--- config.mk ---
export PLATFORM = sky130hd
export DESIGN_NAME = cdt_ctrl
export DESIGN_NICKNAME = d
export VERILOG_FILES = /design/src/hw/rtl/cdt_pkg.sv /design/src/hw/rtl/cdt_ctrl.sv
export SDC_FILE = /design/constraint.sdc
export NUM_CORES = 1
export LEC_CHECK = 0
export ABC_AREA = 1
export BUFFER_PORTS_ARGS = -buffer_cell sky130_fd_sc_hd__buf_2
export CORE_UTILIZATION = 30
export CTS_BUF_LIST = sky130_fd_sc_hd__clkbuf_8
export CTS_CLUSTER_DIAMETER = 100
export DETAILED_ROUTE_END_ITERATION = 10
export PLACE_DENSITY = 0.56
export SLEW_MARGIN = 20
export SYNTH_ARGS = -nofsm -noshare
export SYNTH_HDL_FRONTEND = slang
export SYNTH_SLANG_ARGS = --single-unit
--- constraint.sdc ---
create_clock -name clk -period 1.6 [get_ports clk]
set_input_delay 0.08 -clock clk [delete_from_list [all_inputs] [get_ports clk]]
set_output_delay 0.08 -clock clk [all_outputs]
set_load 0.02 [all_outputs]
--- src/hw/rtl/cdt_pkg.sv ---
// shared types and constants for the character display terminal
package cdt_pkg;

  localparam int SCREEN_COLS_DEF = 40;
  localparam int SCREEN_ROWS_DEF = 24;

  localparam int WIN_W   = 24;
  localparam int BLINK_W = 18;
  localparam logic [BLINK_W-1:0] BLINK_HALF_PERIOD_US = 18'd250000;
  localparam logic [WIN_W-1:0]   ELAPSED_SAT          = 24'hFFFFFF;

  // selector codes
  localparam logic [1:0] FN_WRITE = 2'd0;
  localparam logic [1:0] FN_READ  = 2'd1;
  localparam logic [1:0] FN_TICK  = 2'd2;

  // character codes
  localparam logic [6:0] CH_CURSOR  = 7'h00;
  localparam logic [6:0] CH_CR      = 7'h0D;
  localparam logic [6:0] CH_SPACE   = 7'h20;
  localparam logic [6:0] CH_AT      = 7'h40;
  localparam logic [6:0] CH_BOX     = 7'h5F;
  localparam logic [6:0] CH_LOWER_A = 7'h61;
  localparam logic [6:0] CH_LOWER_Z = 7'h7A;
  localparam logic [6:0] CH_TILDE   = 7'h7E;
  localparam logic [6:0] CASE_FOLD  = 7'd32;

  typedef struct packed {
    logic [1:0] func;
    logic [7:0] char_code;
    logic [4:0] cell_row;
    logic [5:0] cell_col;
  } in_item_t;

  typedef struct packed {
    logic [6:0] cell_glyph;
    logic       display_ready;
    logic [4:0] cursor_row_out;
    logic [5:0] cursor_col_out;
  } out_item_t;

  typedef struct packed {
    logic latch;
    logic exec;
    logic rd_en;
    logic wr_first;
    logic scr_step;
    logic wr_cursor;
    logic clr_step;
    logic load_out;
  } cdt_cmd_t;

  typedef struct packed {
    logic is_write_act;
    logic is_read;
    logic need_scroll;
    logic clr_last;
    logic scr_last;
    logic out_free;
  } cdt_stat_t;

endpackage

--- src/hw/rtl/cdt_ctrl.sv ---
// sequencing state machine for the display terminal
module cdt_ctrl
  import cdt_pkg::*;
(
  input  logic      clk,
  input  logic      rst_n,
  input  logic      in_valid,
  output logic      in_ready,
  input  cdt_stat_t stat,
  output cdt_cmd_t  cmd
);

  typedef enum logic [7:0] {
    ST_CLEAR    = 8'b0000_0001,
    ST_IDLE     = 8'b0000_0010,
    ST_DISPATCH = 8'b0000_0100,
    ST_RD       = 8'b0000_1000,
    ST_WR1      = 8'b0001_0000,
    ST_SCROLL   = 8'b0010_0000,
    ST_WR2      = 8'b0100_0000,
    ST_FINISH   = 8'b1000_0000
  } state_t;

  state_t state_r, state_nxt;

  always_ff @(posedge clk) begin
    if (!rst_n) begin
      state_r <= ST_CLEAR;
    end else begin
      state_r <= state_nxt;
    end
  end

  always_comb begin
    state_nxt = state_r;
    cmd       = '0;
    in_ready  = 1'b0;
    unique case (state_r)
      ST_CLEAR: begin
        cmd.clr_step = 1'b1;
        if (stat.clr_last) begin
          state_nxt = ST_IDLE;
        end
      end
      ST_IDLE: begin
        in_ready = 1'b1;
        if (in_valid) begin
          cmd.latch = 1'b1;
          state_nxt = ST_DISPATCH;
        end
      end
      ST_DISPATCH: begin
        cmd.exec = 1'b1;
        if (stat.is_write_act) begin
          state_nxt = ST_WR1;
        end else if (stat.is_read) begin
          state_nxt = ST_RD;
        end else begin
          state_nxt = ST_FINISH;
        end
      end
      ST_RD: begin
        cmd.rd_en = 1'b1;
        state_nxt = ST_FINISH;
      end
      ST_WR1: begin
        cmd.wr_first = 1'b1;
        state_nxt = stat.need_scroll ? ST_SCROLL : ST_WR2;
      end
      ST_SCROLL: begin
        cmd.scr_step = 1'b1;
        if (stat.scr_last) begin
          state_nxt = ST_WR2;
        end
      end
      ST_WR2: begin
        cmd.wr_cursor = 1'b1;
        state_nxt = ST_FINISH;
      end
      ST_FINISH: begin
        if (stat.out_free) begin
          cmd.load_out = 1'b1;
          state_nxt = ST_IDLE;
        end
      end
      default: begin
        state_nxt = ST_IDLE;
      end
    endcase
  end

`ifndef SYNTHESIS
  a_accept_dispatch: assert property (@(posedge clk) disable iff (!rst_n)
    (in_valid && in_ready) |=> (state_r == ST_DISPATCH))
    else $error("accepted beat not dispatched");

  a_scroll_exit: assert property (@(posedge clk) disable iff (!rst_n)
    (state_r == ST_SCROLL && stat.scr_last) |=> (state_r == ST_WR2))
    else $error("scroll did not end in cursor write");
`endif

endmodule

==> impl_metrics.toml, run 1 <==
[sta]
relSlewSlack_pct = 84.49
tightestPinTransition_ns = 0.2305
fin_crit_sh_pct = 83.58
grt_setup_unrepaired = "false"
setup_viol = 0
timing.clock.skew_ns = 0.002360
finalHoldViolCount = 0
max_freq_ghz = 0.7478
setup_tns_ns = 0
report.final.slew_viol_count = 0
period_needed_ns = 1.337

[route]
via_per_inst = 4.366
wl_per_cell_microns = 9.489
drtAntennaViolNets = 0
vias = 572
wirelength_microns = 1243
firstDrtPassIters = 3
drc = 0
drt_iter0_drc = 18

[global_route]
grt_start_max_net_pins = 7
grt_use_total_pct = 13.98
antenna_found_initial = 0
grt_pass1_vias = 506
grt_pass1_wl_microns = 2056
grt-ovfl-total = 0

[worst_hold_path]
hold_class = "input port to register"
hold_start = "stat[5]"

[placed_design]
place_congestion = 0.7666
place_inst = 128
portBuffers = 17
hpwl_microns = 1068

[setup_path]
endpoint_kind = "output pin"
reg2reg_slack_ns = 0.37
r2r_start = "state_r[0]$_SDFFE_PN1P_"
crit_fanout = 6
cpMaxStageDelayCell = "dfxtp_1"
max_stage_delay_ns = 0.32
crit_start = "state_r[0]$_SDFFE_PN1P_"
crit_chain = "nor2_2 -> nand2_4 -> nor4_1 -> buf_2"
worst_ep_arrival_time_ns = 1.26
required_ns = 1.52
cp-start-kind = "register"
crit_buf_inv = 1
path_class = "register to output pin"
path_delay_family = "simple AND/OR/NAND/NOR gates"

[finish]
area_growth_pct = 27.39
reg.largest.list = "state_r: 8 flops"
largest_reg_flops = 8
fin_cells = 131
regArea_sq_um = 160.2
multi_input_area_sq_um = 344.1
diodes = 0
fill_cells = 205
drive_gt1_share_pct = 39.62
largest_register = "state_r"
num-nets-final = 117
finish.utilization_pct = 41.56

[clocking]
post_cts_resized = 0
clk_pin_slew_ns = 0.04
cts_sinks = 8
clk_latency_ns = 0.23
cts_tree = "yes"
post_cts_buffers = 0
cts_root_buf = "clkbuf_8"
cts_buffer_depth = 2
cts_htree_levels = 1
cts_hold_buffers = 0
cts_buffers = 3

[synthesis]
syn_inst = 86
synth_seq_cells = 8
synth_top_cells_by_area = "dfxtp_1 (28%), inv_1 (10%), nand2_1 (7.8%)"
netlist_area_sq_um = 575.6
synth_top_cell_by_area = "dfxtp_1"
yosysTopAreaCellShare_pct = 27.83
avgSynthCellArea_sq_um = 6.692
synth_cell_types = 17
yosysSeqAreaShare_pct = 27.83
syn_nets = 95
yosysWarnings = 0

[power_and_ir_drop]
p_comb_share_pct = 19.2
p_leak_nw = 0.3759
seqPwrFrac_pct = 38.6
ir_drop_uv = 354.7
clockPowerShare_pct = 42.2
p_int_uw = 408.0
power_density_nw_per_um2 = 760.2
swShare_pct = 26.81
p_switching_uw = 149.4

[floorplan]
die_x_microns = 45.80
coreArea_sq_um = 1764
num_rows = 15
pin_count = 18
die_h_microns = 45.80
start_util_pct = 32.62
dieArea_sq_um = 2098

[run]
max_cap_violations = 0

[run_status]
status = "complete, no violations"
## power by group through the flow
stage	sequential [mW]	clock, mW	combinational [mW]
2_1_floorplan	0.217	0	0.0784
3_3_place_gp	0.218	0	0.105
3_5_place_dp	0.218	0	0.108
4_1_cts	0.215	0.245	0.108
5_1_grt	0.216	0.257	0.119
6_report	0.215	0.235	0.107
## worst paths after layout
check | end | depth (start not counted)
min reg2reg | state_r[1]$_SDFFE_PN0P_ | 2
max | cmd[0] | 4
min | state_r[3]$_SDFFE_PN0P_ | 2
max reg2reg | state_r[1]$_SDFFE_PN0P_ | 8
## layout by cell type, fill, tap and decap left out
master	n
nor2_1	12
nand3_4	1
buf_2	17
nor2_2	7
dfxtp_1	8
nor2_4	2
nand2_4	2
nor3_1	4
nand3_2	2
nand2_2	4
o21ai_1	1
clkbuf_8	3
nand2_1	12
nor4_1	2
nand3_1	8
inv_1	16
nor2_8	1
inv_2	3
a21oi_1	1
## synthesized netlist by cell type, drive strengths merged
library cell	count
nor2	22
nand2	18
nor3	4
nand3	11
dfxtp	8
a21oi	1
inv	19
o21ai	1
nor4	2
## area by class of cell
| class | instances | share of cell area (%) |
|---|---|---|
| Multi-Input combinational cell | 59 | 46.93 |
| Inverter | 19 | 9.727 |
| Tap cell | 25 | 4.266 |
| Timing Repair Buffer | 17 | 11.60 |
| Clock buffer | 3 | 5.631 |
| Sequential cell | 8 | 21.84 |
## kinds of logic after synthesis
logic type,after synthesis,synth area share [%]
AOI/OAI and AO/OA,2,1.737
buffers and inverters,19,12.39
DFF,8,27.83
and+or+nand+nor,57,58.04
## layer usage
metal	routed length [microns]	track usage, %
met5	0	0
met4	29	8.824
met3	63	2.381
met2	568	21.71
met1	581	17.73
## through the flow
stage               power [mW]  setup slack (ns)  area, sq um  hold slack [ns]
floorplan               0.2953            0.2419        575.6           0.1494
global placement        0.3238            0.3871        691.9           0.2635
detailed placement      0.3260            0.3627        691.9           0.2670
CTS                     0.5682            0.2534        733.2          0.02624
global route            0.5930            0.1301        733.2          0.04889
finish                  0.5574            0.2627        733.2          0.03343
## worst register-to-register path, cell delays in order (launching register included)
cell and delay [ns]:
dfxtp_1 0.32, nor2_2 0.20, nand2_4 0.11, inv_2 0.10, nand3_2 0.09, nand2_2 0.08, nor2_2 0.05, nor2_1 0.12
nor2_2 0.05
(Power assumes the default switching activity.)
==> run 2, diff against run 1 <==
- PLACE_DENSITY: 0.56 -> 0.58
- clock period: 1.6 -> 1.2 ns (I/O delays scaled with it)
==> run 2 against run 1 <==
  * The flow now finishes with violations (setup timing)
  * Critical endpoint is now cmd[3]
  * Total power is 40% higher
  * Die area is the same
  * Register-to-register slack got worse by 0.39 ns
  * Setup slack got worse by 0.34 ns
  * Utilization rose by 10 points
  * Routed wire length rose by 13%
  * First-iteration DRC count fell by 78%
==> impl_metrics.toml, run 2 (same netlist as run 1, synthesis figures left out) <==
[clocking]
cts_buffer_depth = 2
cts_tree = "yes"
clk_latency_ns = 0.22
cts_buffers = 3
cts_htree_levels = 1
clk_pin_slew_ns = 0.04
cts_root_buf = "clkbuf_8"
cts_sinks = 8

[global_route]
grt_pass1_wl_microns = 2242
grt_start_max_net_pins = 7
grt.busiest_layer = "met2"
grt_use_met3_pct = 2.778
grt_pass1_vias = 564
use_met2_pct = 25.71
met1_usage_pct = 18.20
antenna_found_initial = 0
grt_use_total_pct = 15.12
grt-ovfl-total = 0

[finish]
drive_gt1_share_pct = 60.87
layout_common_cells = "inv_1 (14), buf_4 (13), nand2_1 (11)"
reg.largest.list = "state_r: 8 flops"
largest_reg_flops = 8
layout_commonest_cell = "inv_1"
num-nets-final = 126
largest_register = "state_r"
diodes = 0
area_growth_pct = 59.35

[placed_design]
place_congestion = 0.8209
portBuffers = 17
hpwl_microns = 1101

[power_and_ir_drop]
ir_drop_uv = 543.7
power_uw = 778.4
p_leak_nw = 0.4402
power_density_nw_per_um2 = 848.8

[run_status]
violations = "setup timing"
status = "complete, but fails checks"

[setup_path]
path_class = "register to output pin"
worst_ep_arrival_time_ns = 1.21
required_ns = 1.14
reg2reg_slack_ns = -0.02
cp-start-kind = "register"
endpoint_kind = "output pin"
crit_fanout = 3

[sta]
period_needed_ns = 1.274
timing.clock.skew_ns = 0.0004762
tightestPinTransition_ns = 0.1907
report.final.slew_viol_count = 0
grt_setup_unrepaired = "true"
finalHoldViolCount = 0
fin_ws_ns = -0.07399
fin_crit_sh_pct = 106.2
max_freq_ghz = 0.7849
relSlewSlack_pct = 87.17
setup_viol = 8
whs_ns = 0.01029

[floorplan]
die_x_microns = 45.80
pin_count = 18
coreArea_sq_um = 1764
start_util_pct = 32.62
die_h_microns = 45.80
num_rows = 15
dieArea_sq_um = 2098

[run]
max_cap_violations = 0

[route]
drc = 0
drt_iter0_drc = 4
drtAntennaViolNets = 0
wirelength_microns = 1403
firstDrtPassIters = 3
wl_per_cell_microns = 10.02
vias = 614
via_per_inst = 4.386

[worst_hold_path]
hold_class = "input port to register"
[run 2: worst paths after layout]
check,from,endpoint,cells past startpoint
max,state_r[4]$_SDFFE_PN0P_,cmd[3],6
max reg2reg,state_r[0]$_SDFFE_PN1P_,state_r[1]$_SDFFE_PN0P_,9
min,stat[5],state_r[3]$_SDFFE_PN0P_,2
min reg2reg,state_r[1]$_SDFFE_PN0P_,state_r[1]$_SDFFE_PN0P_,2
[run 2: cell type report]
| type | count | area (sq um) |
|---|---|---|
| Tap cell | 25 | 31.28 |
| Sequential cell | 8 | 175.2 |
| Timing Repair Buffer | 26 | 193.9 |
| Multi-Input combinational cell | 59 | 404.1 |
| Fill cell | 184 | 847.1 |
| Inverter | 19 | 71.32 |
| Clock buffer | 3 | 41.29 |
[run 2: metal layers]
metal | part of all wire [%] | routed length, microns
met1 | 45 | 635
met2 | 51 | 716
met3 | 3.6 | 51
met4 | 0 | 0
met5 | 0 | 0
[run 2: critical path: stages, from the launching register on]
cell	delay, ns
dfxtp_2	0.33
buf_4	0.14
nor2_1	0.10
nand2_1	0.08
nor2_2	0.11
buf_4	0.13
buf_6	0.11
[run 2: power by group]
part	internal [mW]	switching (mW)	leakage, nW	total [mW]
registers	0.277	0.0127	0.0690	0.290
clock network	0.216	0.0888	0.0216	0.305
logic	0.0780	0.106	0.350	0.184
total	0.571	0.207	0.440	0.778
[run 2: through the flow]
stage / setup WS (ns) / utilization, % / instances / TNS, ns / area (sq um)
after floorplan: -0.06105 / - / 86 / -0.06105 / 586.8
after global placement: -0.01246 / 42.84 / 135 / -0.01246 / 755.7
after detailed placement: -0.003476 / 42.84 / 135 / -0.003476 / 755.7
after CTS: -0.1024 / 48.44 / 139 / -0.5014 / 854.6
after global routing: -0.1273 / 51.99 / 140 / -0.9025 / 917.1
final: -0.07399 / 51.99 / 140 / -0.3241 / 917.1
[run 2: repair_timing]
action                                  in CTS  in global routing
pin swaps                                    5                  5
endpoints found under the hold margin        0                  0
endpoints found under the setup margin      10                 14
resized for setup                           18                 18
hold buffers                                 0                  0
setup buffers                                1                  1
